$ cat config.mk
export PLATFORM = sky130hd
export DESIGN_NAME = fuzzy_subsequence_scorer_flat
export DESIGN_NICKNAME = d
export VERILOG_FILES = /design/src/fss_pkg.sv /design/src/fss_item_if.sv /design/src/fss_result_if.sv /design/src/fss_core.sv /design/src/fuzzy_subsequence_scorer.sv /design/src/flat_wrapper.sv
export SDC_FILE = /design/constraint.sdc
export NUM_CORES = 1
export LEC_CHECK = 0
export BUFFER_PORTS_ARGS = -buffer_cell sky130_fd_sc_hd__buf_2
export CAP_MARGIN = 10
export CORE_ASPECT_RATIO = 1.25
export CORE_MARGIN = 2
export CORE_UTILIZATION = 30
export DETAILED_ROUTE_END_ITERATION = 6
export PLACE_DENSITY = 0.49
export SYNTH_ARGS = -nofsm -noshare
export SYNTH_HDL_FRONTEND = slang
export SYNTH_HIERARCHICAL = 1
export SYNTH_SLANG_ARGS = --single-unit
$ cat constraint.sdc
create_clock -name i_clk -period 12 [get_ports i_clk]
set_input_delay 0 -clock i_clk [delete_from_list [all_inputs] [get_ports i_clk]]
set_output_delay 0 -clock i_clk [all_outputs]
set_load 0.03 [all_outputs]
$ cat src/fss_pkg.sv
// shared types, constants and helper functions of the fuzzy subsequence scorer
package fss_pkg;

    localparam int PATTERN_MAX = 32;
    localparam int POS_W       = 6;
    localparam int RUN_W       = 6;
    localparam int SCORE_W     = 14;
    localparam int TLEN_W      = 16;
    localparam int CFG_DATA_W  = 64;
    localparam int CFG_IDX_W   = 3;
    localparam int PATTERN_W   = PATTERN_MAX * 8;

    localparam logic [SCORE_W-1:0] SCORE_MAX   = '1;
    localparam logic [TLEN_W-1:0]  TLEN_MAX    = '1;
    localparam logic [RUN_W-1:0]   RUN_MAX     = '1;
    localparam logic [SCORE_W-1:0] EMPTY_SCORE = 14'd100;
    localparam logic [9:0]         HIT_BONUS   = 10'd10;
    localparam logic [9:0]         EDGE_BONUS  = 10'd20;
    localparam logic [POS_W-1:0]   PLEN_MAX    = POS_W'(PATTERN_MAX);

    localparam logic [7:0] CH_SPACE = 8'h20;
    localparam logic [7:0] CH_DASH  = 8'h2D;
    localparam logic [7:0] CH_UNDER = 8'h5F;
    localparam logic [7:0] CH_SLASH = 8'h2F;
    localparam logic [7:0] CH_UP_A  = 8'h41;
    localparam logic [7:0] CH_UP_Z  = 8'h5A;

    typedef enum logic [CFG_IDX_W-1:0] {
        CFG_PAT_LOW      = 3'd0,
        CFG_PAT_MID_LOW  = 3'd1,
        CFG_PAT_MID_HIGH = 3'd2,
        CFG_PAT_HIGH     = 3'd3,
        CFG_PAT_LEN      = 3'd4
    } t_cfg_reg;

    typedef struct packed {
        logic [7:0] target_char;
        logic       char_present;
        logic       last_char;
    } t_item;

    typedef struct packed {
        logic               matched;
        logic [SCORE_W-1:0] match_score;
    } t_result;

    function automatic logic [7:0] fold_case(input logic [7:0] b);
        logic [7:0] r;
        r = b;
        if (b >= CH_UP_A && b <= CH_UP_Z) begin
            r = b + 8'd32;
        end
        return r;
    endfunction

    function automatic logic is_separator(input logic [7:0] b);
        return (b == CH_SPACE) || (b == CH_DASH) || (b == CH_UNDER) || (b == CH_SLASH);
    endfunction

endpackage

$ cat src/fss_item_if.sv
// target byte channel: valid/ready with one target byte per transaction
interface fss_item_if;
    logic       valid;
    logic       ready;
    logic [7:0] target_char;
    logic       char_present;
    logic       last_char;

    modport source (output valid, output target_char, output char_present,
                    output last_char, input ready);
    modport sink   (input valid, input target_char, input char_present,
                    input last_char, output ready);
endinterface

$ cat src/fss_result_if.sv
// result channel: valid/ready with one match outcome per transaction
interface fss_result_if;
    logic                          valid;
    logic                          ready;
    logic                          matched;
    logic [fss_pkg::SCORE_W-1:0]   match_score;

    modport source (output valid, output matched, output match_score, input ready);
    modport sink   (input valid, input matched, input match_score, output ready);
endinterface

$ cat src/fss_core.sv
// per-string match state and one-byte score update
module fss_core (
    input  logic                              i_clk,
    input  logic                              i_rst_n,
    input  logic                              i_step,
    input  fss_pkg::t_item                    i_item,
    input  logic [fss_pkg::PATTERN_W-1:0]     i_pattern,
    input  logic [fss_pkg::POS_W-1:0]         i_plen,
    output fss_pkg::t_result                  o_result
);

    logic [fss_pkg::POS_W-1:0]   r_pos,    n_pos;
    logic [fss_pkg::RUN_W-1:0]   r_run,    n_run;
    logic [fss_pkg::SCORE_W-1:0] r_score,  n_score;
    logic [7:0]                  r_prev_b, n_prev_b;
    logic                        r_prev_m, n_prev_m;
    logic                        r_start,  n_start;
    logic [fss_pkg::TLEN_W-1:0]  r_tlen,   n_tlen;

    logic [7:0]                  w_pat_byte;
    logic                        w_active;
    logic                        w_hit;
    logic                        w_bound;
    logic [fss_pkg::RUN_W-1:0]   w_run_inc;
    logic [9:0]                  w_run_bonus;
    logic [9:0]                  w_add;
    logic [fss_pkg::SCORE_W:0]   w_sum;
    logic [fss_pkg::TLEN_W-1:0]  w_diff;
    logic [fss_pkg::TLEN_W-1:0]  w_score_ext;

    // pattern byte at the current position, 5 index bits suffice while active
    assign w_pat_byte = i_pattern[{r_pos[fss_pkg::POS_W-2:0], 3'b000} +: 8];
    assign w_active   = i_item.char_present && (r_pos < i_plen);
    assign w_hit      = w_active &&
                        (fss_pkg::fold_case(w_pat_byte) == fss_pkg::fold_case(i_item.target_char));
    assign w_bound    = r_start || fss_pkg::is_separator(r_prev_b);

    always_comb begin
        w_run_inc   = (r_run != fss_pkg::RUN_MAX) ? r_run + 1'b1 : r_run;
        // 15 * run as 16 * run - run
        w_run_bonus = {w_run_inc, 4'b0000} - {4'b0000, w_run_inc};
        w_add       = fss_pkg::HIT_BONUS
                    + (w_bound  ? fss_pkg::EDGE_BONUS : 10'd0)
                    + (r_prev_m ? w_run_bonus : 10'd0);
        w_sum       = {1'b0, r_score} + {5'b00000, w_add};
    end

    always_comb begin
        n_pos    = r_pos;
        n_run    = r_run;
        n_score  = r_score;
        n_prev_m = r_prev_m;
        n_prev_b = r_prev_b;
        n_start  = r_start;
        n_tlen   = r_tlen;
        if (i_item.char_present) begin
            n_prev_b = i_item.target_char;
            n_start  = 1'b0;
            if (r_tlen != fss_pkg::TLEN_MAX) begin
                n_tlen = r_tlen + 1'b1;
            end
        end
        if (w_active) begin
            n_prev_m = w_hit;
        end
        if (w_hit) begin
            n_pos   = r_pos + 1'b1;
            n_run   = r_prev_m ? w_run_inc : '0;
            n_score = w_sum[fss_pkg::SCORE_W] ? fss_pkg::SCORE_MAX
                                              : w_sum[fss_pkg::SCORE_W-1:0];
        end
    end

    // final score from the state after this byte
    always_comb begin
        w_diff      = (n_tlen > fss_pkg::TLEN_W'(i_plen)) ? n_tlen - fss_pkg::TLEN_W'(i_plen) : '0;
        w_score_ext = fss_pkg::TLEN_W'(n_score);
        o_result    = '0;
        if (i_plen == '0) begin
            o_result.matched     = 1'b1;
            o_result.match_score = fss_pkg::EMPTY_SCORE;
        end else if (n_pos >= i_plen) begin
            o_result.matched     = 1'b1;
            o_result.match_score = (w_score_ext > w_diff)
                                 ? fss_pkg::SCORE_W'(w_score_ext - w_diff)
                                 : fss_pkg::SCORE_W'(1);
        end
    end

    always_ff @(posedge i_clk) begin
        if (!i_rst_n || (i_step && i_item.last_char)) begin
            r_pos    <= '0;
            r_run    <= '0;
            r_score  <= '0;
            r_prev_b <= '0;
            r_prev_m <= 1'b0;
            r_start  <= 1'b1;
            r_tlen   <= '0;
        end else if (i_step) begin
            r_pos    <= n_pos;
            r_run    <= n_run;
            r_score  <= n_score;
            r_prev_b <= n_prev_b;
            r_prev_m <= n_prev_m;
            r_start  <= n_start;
            r_tlen   <= n_tlen;
        end
    end

`ifndef ASSERT_OFF
    a_clear_after_last: assert property (@(posedge i_clk) disable iff (!i_rst_n)
        i_step && i_item.last_char |=> r_pos == '0 && r_tlen == '0 && r_start)
        else $error("string state not cleared after last byte");

    a_hold_when_idle: assert property (@(posedge i_clk) disable iff (!i_rst_n)
        !i_step |=> $stable(r_pos) && $stable(r_score) && $stable(r_tlen))
        else $error("string state changed without a step");

    a_score_needs_hit: assert property (@(posedge i_clk) disable iff (!i_rst_n)
        r_score != '0 |-> r_pos != '0)
        else $error("nonzero score with no matched pattern character");
`endif

endmodule

$ cat src/fuzzy_subsequence_scorer.sv
// top level of the fuzzy subsequence scorer: config registers, input and result stages
//
// usage
//  - s_item carries one target byte per transaction (target_char, char_present,
//    last_char); a byte with char_present low is skipped, as for an empty target string
//  - m_result carries one transaction per target string, produced for the item
//    with last_char set: matched and match_score
//  - the pattern (up to 32 bytes) and its length are written through the plain
//    config port (i_cfg_we, i_cfg_index, i_cfg_data) while the block is idle
// timing
//  - an accepted byte is held in the input register; the score update and the final
//    score are one combinational step into the result register
//  - the last byte of a string waits in the input register, and its outcome is then
//    registered in the result register, which drives m_result
//  - throughput: one byte per cycle, except while a last byte stalls in the input register
// reset and stall
//  - synchronous active-low reset clears the string state, pattern and both stages
//  - while a result waits for m_result.ready, bytes that carry no result still
//    flow; only a second last byte stalls in the input register and s_item.ready
//    drops until the result is taken
module fuzzy_subsequence_scorer (
    input  logic                              i_clk,
    input  logic                              i_rst_n,
    fss_item_if.sink                          s_item,
    fss_result_if.source                      m_result,
    input  logic                              i_cfg_we,
    input  logic [fss_pkg::CFG_IDX_W-1:0]     i_cfg_index,
    input  logic [fss_pkg::CFG_DATA_W-1:0]    i_cfg_data
);

    // pattern registers, one 64-bit word per eight characters
    logic [fss_pkg::CFG_DATA_W-1:0] r_pat [4];
    logic [fss_pkg::POS_W-1:0]      r_plen;
    logic [fss_pkg::POS_W-1:0]      w_plen;
    logic [fss_pkg::PATTERN_W-1:0]  w_pattern;

    // input stage
    logic                 r_in_valid;
    fss_pkg::t_item       r_in;

    // result stage
    logic                 r_out_valid;
    fss_pkg::t_result     r_out;

    fss_pkg::t_result     w_result;
    logic                 w_out_free;
    logic                 w_adv;

    always_ff @(posedge i_clk) begin
        if (!i_rst_n) begin
            r_pat[0] <= '0;
            r_pat[1] <= '0;
            r_pat[2] <= '0;
            r_pat[3] <= '0;
            r_plen   <= '0;
        end else if (i_cfg_we) begin
            case (i_cfg_index)
                fss_pkg::CFG_PAT_LOW:      r_pat[0] <= i_cfg_data;
                fss_pkg::CFG_PAT_MID_LOW:  r_pat[1] <= i_cfg_data;
                fss_pkg::CFG_PAT_MID_HIGH: r_pat[2] <= i_cfg_data;
                fss_pkg::CFG_PAT_HIGH:     r_pat[3] <= i_cfg_data;
                fss_pkg::CFG_PAT_LEN:      r_plen   <= i_cfg_data[fss_pkg::POS_W-1:0];
                default: begin
                    // unused index, write ignored
                end
            endcase
        end
    end

    // lengths above the pattern capacity count as full capacity
    assign w_plen    = (r_plen > fss_pkg::PLEN_MAX) ? fss_pkg::PLEN_MAX : r_plen;
    assign w_pattern = {r_pat[3], r_pat[2], r_pat[1], r_pat[0]};

    // a byte without a result always moves on; a last byte needs room downstream
    assign w_out_free   = !r_out_valid || m_result.ready;
    assign w_adv        = r_in_valid && (!r_in.last_char || w_out_free);
    assign s_item.ready = !r_in_valid || w_adv;

    always_ff @(posedge i_clk) begin
        if (!i_rst_n) begin
            r_in_valid <= 1'b0;
        end else if (s_item.valid && s_item.ready) begin
            r_in_valid <= 1'b1;
        end else if (w_adv) begin
            r_in_valid <= 1'b0;
        end
    end

    always_ff @(posedge i_clk) begin
        if (s_item.valid && s_item.ready) begin
            r_in.target_char  <= s_item.target_char;
            r_in.char_present <= s_item.char_present;
            r_in.last_char    <= s_item.last_char;
        end
    end

    fss_core u_core (
        .i_clk     (i_clk),
        .i_rst_n   (i_rst_n),
        .i_step    (w_adv),
        .i_item    (r_in),
        .i_pattern (w_pattern),
        .i_plen    (w_plen),
        .o_result  (w_result)
    );

    always_ff @(posedge i_clk) begin
        if (!i_rst_n) begin
            r_out_valid <= 1'b0;
        end else if (w_adv && r_in.last_char) begin
            r_out_valid <= 1'b1;
        end else if (m_result.ready) begin
            r_out_valid <= 1'b0;
        end
    end

    always_ff @(posedge i_clk) begin
        if (w_adv && r_in.last_char) begin
            r_out <= w_result;
        end
    end

    assign m_result.valid       = r_out_valid;
    assign m_result.matched     = r_out.matched;
    assign m_result.match_score = r_out.match_score;

`ifndef ASSERT_OFF
    a_nomatch_zero: assert property (@(posedge i_clk) disable iff (!i_rst_n)
        r_out_valid && !r_out.matched |-> r_out.match_score == '0)
        else $error("no-match result with nonzero score");

    a_match_nonzero: assert property (@(posedge i_clk) disable iff (!i_rst_n)
        r_out_valid && r_out.matched |-> r_out.match_score != '0)
        else $error("match result with zero score");

    a_stall_cause: assert property (@(posedge i_clk) disable iff (!i_rst_n)
        !s_item.ready |-> r_in_valid && r_in.last_char && r_out_valid && !m_result.ready)
        else $error("input stalled without a pending result");
`endif

endmodule

$ cat src/flat_wrapper.sv
// flat-port wrapper written by rule: the top's interface ports become plain ports
module fuzzy_subsequence_scorer_flat 
  (i_clk, i_rst_n, i_cfg_we, i_cfg_index, i_cfg_data, s_item_valid, s_item_target_char, s_item_char_present, s_item_last_char, s_item_ready, m_result_valid, m_result_matched, m_result_match_score, m_result_ready);
  fss_item_if s_item_i ();
  fss_result_if m_result_i ();
  input  logic i_clk;
  input  logic i_rst_n;
  input  logic i_cfg_we;
  input  logic [fss_pkg::CFG_IDX_W-1:0] i_cfg_index;
  input  logic [fss_pkg::CFG_DATA_W-1:0] i_cfg_data;
  input wire logic [$bits(s_item_i.valid)-1:0] s_item_valid;
  input wire logic [$bits(s_item_i.target_char)-1:0] s_item_target_char;
  input wire logic [$bits(s_item_i.char_present)-1:0] s_item_char_present;
  input wire logic [$bits(s_item_i.last_char)-1:0] s_item_last_char;
  output wire logic [$bits(s_item_i.ready)-1:0] s_item_ready;
  output wire logic [$bits(m_result_i.valid)-1:0] m_result_valid;
  output wire logic [$bits(m_result_i.matched)-1:0] m_result_matched;
  output wire logic [$bits(m_result_i.match_score)-1:0] m_result_match_score;
  input wire logic [$bits(m_result_i.ready)-1:0] m_result_ready;
  assign s_item_i.valid = s_item_valid;
  assign s_item_i.target_char = s_item_target_char;
  assign s_item_i.char_present = s_item_char_present;
  assign s_item_i.last_char = s_item_last_char;
  assign s_item_ready = s_item_i.ready;
  assign m_result_valid = m_result_i.valid;
  assign m_result_matched = m_result_i.matched;
  assign m_result_match_score = m_result_i.match_score;
  assign m_result_i.ready = m_result_ready;
  fuzzy_subsequence_scorer u_core (.i_clk(i_clk), .i_rst_n(i_rst_n), .s_item(s_item_i), .m_result(m_result_i), .i_cfg_we(i_cfg_we), .i_cfg_index(i_cfg_index), .i_cfg_data(i_cfg_data));
endmodule
==> impl_results.md, run 1 <==
- Status: finished, final reports clean
- Most frequent cell after synthesis: edfxtp_1
- Area leader, netlist: edfxtp_1
- Residual DRC: 0
- I/O pins: 99
- Post-synth EDFFs: 281
- WL final: 54.11 mm
- Die width: 231.3 um
- Critical path class: register to register
- Slowest-stage cell, CP: dfxtp_1
- Peak VDD IR: 0.1038 mV
- Post-Syn Area per Cell: 11.38 um^2
- Dpl ws: 3888 ps
- Worst Max-Slew Pin Slew: 1072 ps
- # Post-CTS Setup Buffers: 0
- CTS tree: done
- Post-synth cell types: 87
- Worst EP arrival: 8240 ps
- Leak Pwr: 7.679 nW
- Vias per cell: 5.023
- Crit path largest cell delay: 490 ps
- GR Overflow Total: 0
- Hold-fix buffers, CTS: 89
- Final hold slack: 137.2 ps
- Largest net degree at the start of global routing: 129
- DPL Wire Length: 37.05 mm
- Setup TNS Final: 0 ps
- Antenna violations before repair: 1
- Finished Cell Area: 22580 um^2
- H-tree depth: 2
- RSZ-0062 raised after global routing: no
- Pins Over Slew Limit: 0
- Vias: 13.63k
- Root Driver: clkbuf_16
- PwrDens: 128.2 nW/um^2
- Core area: 64150 um^2
- ANT cells: 0
- Die Area: 66640 um^2
- Endpoints failing setup: 0
- Max cap viols: 0
- CTS Sinks: 341
- Initial DRC count: 805
- Layout area overhead: 16.57%
- Drt pass-1 iters: 5
- Wire length per cell: 19.94 um
- First-pass GRT wire length: 83.38 mm
- Crit end category: register
- DP Area: 20390 um^2
- FFs w/ async S/R, synth: 0%
- Mapped Nets: 1837
- Most used cell, CP: ha_1
- Clk pin slew, worst setup/hold paths: 60 ps
- Synth Register Bits: 341
- Fin worst setup slack: 4147 ps
- Final worst-path cycle share: 65.45%
- PortBufs: 98
- Slew margin rel.: 28.54%
- Clock latency on the worst-skew pair: 580 ps
- Proportion of layout cells with a drive suffix above 1: 20.58%
- Final hold violation count: 0
- Maximum clock insertion buffer count: 3
- Worst hold path type: input pin to register
- Syn Inst Count: 1702
- Placement Rows: 104
- Most frequent cells after synthesis: 281 x edfxtp_1, 169 x nor3_1, 127 x nand2_1
- Largest cells by area after synthesis: edfxtp_1 44%, nor3_2 6.3%, dfxtp_1 6.2%
- Clock Skews: 23.27 ps
- Syn. warnings: 6
- Worst EP required: 12390 ps
- Ys flop type: edfxtp_1
- RePlAce Congestion: 0.8922
- Tmin final: 7853 ps
- Synth top area share: 43.56%
- Peak fanout along the critical path: 12
- Final net count: 1973
- Sequential area share after synthesis: 49.76%
- Netlist Area Pre-Place: 19370 um^2
- Antenna Violating Nets Remaining: 0
- Total CTS buffers: 41
- # resized after CTS: 0
- Vert. Die Dim: 288.1 um
- Starting Density: 30.20%
- Startpoint types: register
- Fillers: 6413
- Number of global-route vias before repair: 14.05k
- Max Freq: 0.1273 GHz
- GRT Overall Usage: 16.32%
## path summary, 6_finish.rpt
check                                               start                             end  slack (ps)  cells after the start
worst min register to register  u_core/u_core/r_prev_b[7]       u_core/u_core/r_prev_b[7]         460                      2
worst max-delay path               u_core/u_core/r_run[0]  u_core/m_result.match_score[3]        4150                     31
worst max register to register     u_core/u_core/r_run[0]  u_core/m_result.match_score[3]        4150                     31
worst min-delay path                     s_item_last_char                  u_core/r_in[0]         140                      2
## through the flow
step	utilization (%)	power (mW)	cells
floorplan	-	1.602	1702
detailed placement	31.79	1.697	2552
global route	35.20	3.008	2714
finish	35.20	2.896	2714
global placement	31.79	1.695	2552
CTS	35.18	2.938	2712
## logic make-up after synthesis
group	synth area share, %
muxes	9.378
xor gates and xnor gates	3.430
and+or+nand+nor	20.40
buffers and inverters	6.142
AOI/OAI and AO/OA	7.311
adders and majority gates	3.578
DFF	49.76
## per-layer routing
| metal | up-vias | part of all wire, % | track usage, % |
|---|---|---|---|
| met5 | - | 0 | 0 |
| met4 | 0 | 3.4 | 5.903 |
| met3 | 89 | 3.4 | 2.427 |
| met2 | 247 | 54 | 30.79 |
| met1 | 6764 | 40 | 18.48 |
| li1 | 6532 | - | - |
## cell type report
type | count | area, um^2 | area share [%]
inverters | 112 | 420.4 | 1.862
well taps | 848 | 1061 | 4.699
repair buffers | 209 | 1556 | 6.893
clock inverters | 17 | 209.0 | 0.9253
multi-input cells | 1133 | 8615 | 38.15
clock buffers | 54 | 1075 | 4.760
flip-flops and latches | 341 | 9646 | 42.71
## placed cells by master, fill, tap and decap left out, types with 13 or more instances in the layout
| master | Yosys | routed |
|---|---|---|
| buf_2 | 34 | 98 |
| inv_1 | 110 | 110 |
| edfxtp_1 | 281 | 281 |
| nor2_1 | 97 | 97 |
| nand2_1 | 127 | 126 |
| a21oi_1 | 58 | 58 |
| dlygate4sd3_1 | 0 | 89 |
| xnor2_1 | 46 | 46 |
| a21o_1 | 15 | 15 |
| ha_1 | 49 | 49 |
| clkbuf_1 | 47 | 13 |
| buf_4 | 6 | 20 |
| mux2i_1 | 60 | 60 |
| nor3_1 | 169 | 169 |
| nor3_2 | 121 | 121 |
| clkbuf_16 | 0 | 41 |
| dfxtp_1 | 60 | 57 |
| nand3_1 | 37 | 37 |
| xor2_1 | 28 | 28 |
| nand3b_1 | 15 | 15 |
| and3_1 | 13 | 13 |
| o21ai_0 | 34 | 32 |
| nand4_1 | 16 | 16 |
| nor2b_1 | 18 | 17 |
| mux4_2 | 48 | 48 |
## flip-flops by register name (all words and copies together) (netlist names), 6 cells and up, named ones only
register,cells
u_core/u_core/r_prev_b,8
u_core/u_core/r_score,13
u_core/m_result.match_score,14
u_core/u_core/r_pos,6
u_core/r_in,10
u_core/r_plen,6
u_core/r_pat,256
u_core/u_core/r_run,6
u_core/u_core/r_tlen,16
## where the power goes
part	total [mW]	switching [mW]	internal, mW	leakage, nW
combinational	0.323	0.207	0.115	3.86
sequential	1.37	0.0212	1.35	3.20
clock	1.20	0.505	0.700	0.623
## worst max-delay path, delay by kind of cell, from the launching register on
kind | cells | cell delay, ps
xor+xnor | 2 | 340
flops | 1 | 490
mux | 2 | 670
fa+ha+maj | 4 | 1070
simple gates | 15 | 3330
compound gates | 7 | 1690
buf+inv | 1 | 80
Note: power is estimated with default switching activity, not from simulation.
==> run 2, diff against run 1 <==
Clock period 12 ns to 7.7 ns, I/O delays scaled along.
==> run 2 against run 1 <==
  * Core utilization up 0.29 points
  * Cell count is 0.70% higher
  * Final area up 0.83%
  * Via count up 0.56%
  * Die area unchanged
  * Combinational power grew 60%
  * Non-clock buffer count grew 20
  * Critical endpoint unchanged
==> impl_results.md, run 2 (synthesis results as in run 1) <==
- PwrDens: 199.0 nW/um^2 (+55%)
- GRT Overall Usage: 16.31% (about the same)
- Worst hold path type: input pin to register
- Placement Rows: 104 (unchanged)
- Proportion of layout cells with a drive suffix above 1: 21.54% (+0.96 points)
- Wire length per cell: 19.82 um (-0.56%)
- Layout area overhead: 17.53%
- Critical path class: register to register
- Clk pin slew, worst setup/hold paths: 60 ps (about the same)
- Worst Max-Slew Pin Slew: 1036 ps (-35.47 ps)
- Status: finished, final reports clean
- Peak VDD IR: 0.1456 mV (+40%)
- Crit. Startpoint: u_core/u_core/r_run[1]
- Final worst-path cycle share: 92.37% (+27 points)
- Biggest register: u_core/r_pat
- Clock Skews: 22.49 ps (-0.7734 ps)
- Fillers: 6351 (-0.97%)
- Placed cell count: 2572 (+0.78%)
- Register area: 9646 um^2 (unchanged)
- Commonest non-fill, non-tap cell in the layout: edfxtp_1
- Vias per cell: 5.016 (-0.14%)
- Crit path largest cell delay: 430 ps (-60 ps)
- PortBufs: 98 (unchanged)
- CTS tree: done
- Fin worst setup slack: 587.1 ps (-3559 ps)
- DPL Wire Length: 37.76 mm (+1.9%)
- Commonest non-fill, non-tap cells in the layout: 281 x edfxtp_1, 168 x nor3_1, 126 x nand2_1, 122 x nor3_2, 110 x inv_1
- Vert. Die Dim: 288.1 um (unchanged)
- Endpoints failing setup: 0 (unchanged)
- Final net count: 1992 (+0.96%)
- Starting Density: 30.20% (unchanged)
- Core area: 64150 um^2 (unchanged)
- Final hold violation count: 0 (unchanged)
- Slowest-stage cell, CP: or3_1
- Max cap viols: 0 (unchanged)
- R2r startpoint: u_core/u_core/r_run[1]
- Antenna Violating Nets Remaining: 0 (unchanged)
- Drt pass-1 iters: 6 (+1)
- Largest net degree at the start of global routing: 71 (-45%)
- Peak fanout along the critical path: 8 (-4)
- Number of global-route vias before repair: 13.99k (-0.38%)
- Maximum clock insertion buffer count: 3 (unchanged)
- Hold path start: i_cfg_data[28]
- Max reg flops: 256 (unchanged)
- WL final: 54.18 mm (+0.14%)
- Max Freq: 0.1406 GHz (+10%)
- Worst EP arrival: 7520 ps (-720 ps)
- Total CTS buffers: 40 (-2.4%)
- I/O pins: 99 (unchanged)
- Clock latency on the worst-skew pair: 580 ps (about the same)
- FF-to-FF setup slack: 590 ps (-3560 ps)
- RSZ-0062 raised after global routing: no
- Leak Pwr: 7.786 nW (+1.4%)
- Vias: 13.71k (+0.56%)
- ANT cells: 0 (unchanged)
- Residual DRC: 0 (unchanged)
- First-pass GRT wire length: 83.15 mm (-0.28%)
- H-tree depth: 2 (unchanged)
- Startpoint types: register
- Worst EP required: 8110 ps (-4280 ps)
- Pins Over Slew Limit: 0 (unchanged)
- Die width: 231.3 um (unchanged)
- Slew margin rel.: 30.90% (+2.4 points)
- Antenna violations before repair: 1 (unchanged)
- GR Overflow Total: 0 (unchanged)
- Root Driver: clkbuf_16
- Crit end category: register
- RePlAce Congestion: 0.8351 (-6.4%)
- Dpl ws: 257.3 ps (-3631 ps)
- Setup TNS Final: 0 ps (unchanged)
- CTS Sinks: 341 (unchanged)
- Die Area: 66640 um^2 (unchanged)
- Initial DRC count: 849 (+5.5%)
- Most used cell, CP: ha_1
- Tmin final: 7113 ps (-740.6 ps)
- Multi-input logic area: 8632 um^2 (+0.20%)
- Final Non-Filler Cells: 2733 (+0.70%)
## run 2: cell count changes in the layout (fill, tap and decap cells not counted), moves of 2 or more
| cell | change |
|---|---|
| buf_4 | +20 |
| o21ai_0 | -3 |
| o21ai_1 | +3 |
| clkinv_1 | +2 |
| clkinv_2 | -2 |
## run 2: worst paths after layout
check,endpoint,depth (start not counted)
setup / recovery,u_core/m_result.match_score[3],31
hold / removal,u_core/r_pat[0][28],3
setup reg to reg,u_core/m_result.match_score[3],31
hold reg to reg,u_core/u_core/r_prev_b[7],2
## run 2: layout make-up
type | count | share of cell area [%]
sequential | 341 | 42.36
tap | 848 | 4.660
timing repair buffer | 229 | 7.540
inverter | 112 | 1.846
clock buffer | 52 | 4.594
clock inverter | 18 | 1.083
multi-input combinational | 1133 | 37.91
## run 2: through the flow
| step | hold slack [ps] | power (mW) | area, um^2 | util (%) |
|---|---|---|---|---|
| floorplan | 98.87 | 2.496 | 19370 | - |
| global placement | 182.3 | 2.648 | 20550 | 32.04 |
| detailed placement | 186.8 | 2.654 | 20550 | 32.04 |
| CTS | 9.803 | 4.595 | 22730 | 35.43 |
| global route | 26.70 | 4.713 | 22770 | 35.49 |
| finish | 7.520 | 4.532 | 22770 | 35.49 |
## run 2: critical path: cells and delay by family (launching register included)
kind	cells	cell delay, ps
simple gates	15	3000
compound gates	7	1530
fa+ha+maj	4	960
mux	2	700
flops	1	330
xor+xnor	2	320
buf+inv	1	90
## run 2: where the power goes
part / leakage (nW) / switching [mW] / internal [mW]
Clock: 0.621 / 0.782 / 1.10
Sequential: 3.20 / 0.0319 / 2.10
Combinational: 3.97 / 0.330 / 0.187
Total: 7.79 / 1.14 / 3.39
## run 2: what timing repair did
action	4_1_cts	5_1_grt
hold endpoints to repair	248	0
endpoints found under the setup margin	0	14
hold buffers	88	0
setup buffers	0	1
gates resized for setup	0	9
## run 2: routing by layer
| layer | wire [um] | vias up | part of all wire (%) | global-route usage [%] |
|---|---|---|---|---|
| li1 | - | 6568 | - | - |
| met1 | 21140 | 6735 | 39 | 18.67 |
| met2 | 29000 | 315 | 54 | 30.49 |
| met3 | 2275 | 90 | 4.2 | 2.625 |
| met4 | 1773 | 0 | 3.3 | 5.694 |
| met5 | 0 | - | 0 | 0 |
==> run 3, diff against run 2 <==
Settings changed: RECOVER_POWER set to 50.
==> run 3 against run 2 <==
  * The run now ends with max-capacitance violations, max-slew violations left
  * Highest routed layer unchanged
  * Sequential share of layout area is 0.52 points higher
  * Routed wire length hardly changed
  * Largest power group unchanged
  * Core utilization shrank 0.43 points
  * Register-to-register slack got worse by 20 ps
  * Clock skew hardly changed
  * Critical path depth increased by 3
  * Largest cell class unchanged
==> impl_results.md, run 3 (synthesis results as in run 1) <==
- Maximum clock insertion buffer count: 3 (unchanged)
- Antenna violations before repair: 1 (unchanged)
- RSZ-0062 raised after global routing: no
- Die Area: 66640 um^2 (unchanged)
- Pins Over Slew Limit: 607 (+607)
- Commonest non-fill, non-tap cell in the layout: edfxtp_1
- Clock Skews: 22.82 ps (+0.3304 ps)
- H-tree depth: 2 (unchanged)
- Seq pwr share: 47.2% (+0.2 points)
- Endpoints failing setup: 0 (unchanged)
- Final Non-Filler Cells: 2733 (unchanged)
- Crit end category: register
- Final hold violation count: 0 (unchanged)
- Number of global-route vias before repair: 13.99k (unchanged)
- Slew margin rel.: -187.6% (-220 points)
- Worst EP arrival: 7460 ps (-60 ps)
- Clock latency on the worst-skew pair: 580 ps (about the same)
- Startpoint types: register
- Critical path's top delay family: compound AO/OA/AOI/OAI gates
- Max reg flops: 256 (unchanged)
- Antenna Violating Nets Remaining: 0 (unchanged)
- Vias: 13.78k (+0.50%)
- Crit path largest cell delay: 430 ps (about the same)
- CTS Sinks: 341 (unchanged)
- PortBufs: 98 (unchanged)
- Hold depth: 3 (unchanged)
- Int Pwr: 3.390 mW (about the same)
- Most used cell, CP: ha_1
- Logic gate share of total power: 11.2% (-0.2 points)
- Post-layout power: 4.525 mW (-0.15%)
- Crit. Startpoint: u_core/u_core/r_run[1]
- PwrDens: 201.2 nW/um^2 (+1.1%)
- R2r startpoint: u_core/u_core/r_run[1]
- Core area: 64150 um^2 (unchanged)
- Total CTS buffers: 40 (unchanged)
- Tmin final: 7138 ps (+24.90 ps)
- Commonest non-fill, non-tap cells in the layout: 281 x edfxtp_1, 206 x nor3_1, 127 x nand2_1, 110 x inv_1, 97 x nor2_1
- Setup TNS Final: 0 ps (unchanged)
- DPL Wire Length: 37.76 mm (unchanged)
- Biggest register: u_core/r_pat
- Clock Power Share: 41.5% (about the same)
- Max cap viols: 10 (+10)
- Buffers and inverters on the worst path: 3 (+2)
- Wire length per cell: 19.84 um (about the same)
- RePlAce Congestion: 0.8351 (unchanged)
- Root Driver: clkbuf_16
- Initial DRC count: 859 (+1.2%)
- Status: complete, but fails checks
- Worst path depth: 34 (+9.7%)
- R2R Path End: u_core/m_result.match_score[7]
- Final hold slack: 14.76 ps (+7.243 ps)
- Placed cell count: 2572 (unchanged)
- Proportion of layout cells with a drive suffix above 1: 17.40% (-4.1 points)
- GRT Overall Usage: 16.31% (unchanged)
- Hold path start: i_cfg_data[28]
- Largest net degree at the start of global routing: 71 (unchanged)
- CTS tree: done
- FF-to-FF setup slack: 560 ps (-20 ps)
- Switching share of power: 25.08% (-0.16 points)
- First-pass GRT wire length: 83.15 mm (unchanged)
- WL final: 54.23 mm (about the same)
- Final net count: 1992 (unchanged)
- ANT cells: 0 (unchanged)
- Residual DRC: 0 (unchanged)
- Worst hold path type: input pin to register
- I/O pins: 99 (unchanged)
- Critical path class: register to register
- Leak Pwr: 7.641 nW (-1.9%)
- NetSw: 1.135 mW (-0.80%)
- Peak VDD IR: 0.1466 mV (+0.72%)
- Crit path to: u_core/m_result.match_score[7]
- Starting Density: 30.20% (unchanged)
- Max Freq: 0.1401 GHz (-0.35%)
- Worst EP required: 8020 ps (-90 ps)
- Layout area overhead: 16.11%
- Cells on worst reg2reg path: 34 (+9.7%)
- GR Overflow Total: 0 (unchanged)
- Clk pin slew, worst setup/hold paths: 60 ps (about the same)
- Worst Max-Slew Pin Slew: 4314 ps (+3278 ps)
- Failing checks: max-capacitance violations, max-slew violations
- Vert. Die Dim: 288.1 um (unchanged)
- Placement Rows: 104 (unchanged)
- Final worst-path cycle share: 92.70% (+0.32 points)
- Slowest-stage cell, CP: or3_1
- Peak fanout along the critical path: 8 (unchanged)
- Drt pass-1 iters: 7 (+1)
- Vias per cell: 5.041 (+0.50%)
- Die width: 231.3 um (unchanged)
[run 3: cell count changes in the layout (fill, tap and decap cells not counted), sizes merged]
cell    before  now
clkbuf      52   89
buf        141  104
[run 3: final cells by class]
cell class / count / area (um^2)
fillers: 6409 / 41660
clock buffers: 52 / 1046
clock inverters: 18 / 246.5
multi-input cells: 1133 / 8424
well taps: 848 / 1061
inverters: 112 / 420.4
flip-flops and latches: 341 / 9646
repair buffers: 229 / 1650
[run 3: worst reg2reg max path, delay by kind of cell (launching register included)]
kind                       cells  cell delay (ps)
AOI/OAI and AO/OA             11             2220
and+or+nand+nor               11             1870
adders and majority gates      4              970
muxes                          3              760
buffers and inverters          3              410
DFF                            1              330
xor gates and xnor gates       2              320
[run 3: layer usage]
layer | track usage (%) | vias to the layer above | part of all wire, %
li1 | - | 6574 | -
met3 | 2.625 | 93 | 4.2
met1 | 18.67 | 6804 | 39
met4 | 5.694 | 0 | 3.4
met5 | 0 | - | 0
met2 | 30.49 | 305 | 53
[run 3: power by group through the flow]
stage / combinational [mW] / clock (mW) / sequential (mW)
3_3_place_gp: 0.481 / 0 / 2.17
2_1_floorplan: 0.325 / 0 / 2.17
3_5_place_dp: 0.483 / 0 / 2.17
5_1_grt: 0.554 / 2.01 / 2.15
6_report: 0.509 / 1.88 / 2.14
4_1_cts: 0.518 / 1.94 / 2.13
[run 3: stage by stage]
stage / worst slack, ps / util (%) / cell area, um^2
after global placement: 334.2 / 32.04 / 20550
after floorplan: 883.1 / - / 19370
after detailed placement: 257.3 / 32.04 / 20550
final: 562.2 / 35.06 / 22490
after global routing: 17.76 / 35.06 / 22490
after CTS: 220.1 / 35.43 / 22730
[run 3: worst min path at each step]
| stage | end | slack (ps) |
|---|---|---|
| final | u_core/r_pat[2][28] | 10 |
| after global routing | u_core/r_pat[3][20] | 30 |
| after CTS | u_core/r_pat[2][28] | 10 |
| after detailed placement | u_core/r_in[0] | 190 |
| after global placement | u_core/r_in[0] | 180 |
| after floorplan | u_core/r_in[0] | 100 |
[run 3: repair_timing]
action | 4_1_cts | 5_1_grt
resized for setup | 0 | 9
endpoints found under the setup margin | 0 | 14
buffers inserted | 0 | 1
hold endpoints to repair | 248 | 0
hold buffers | 88 | 0
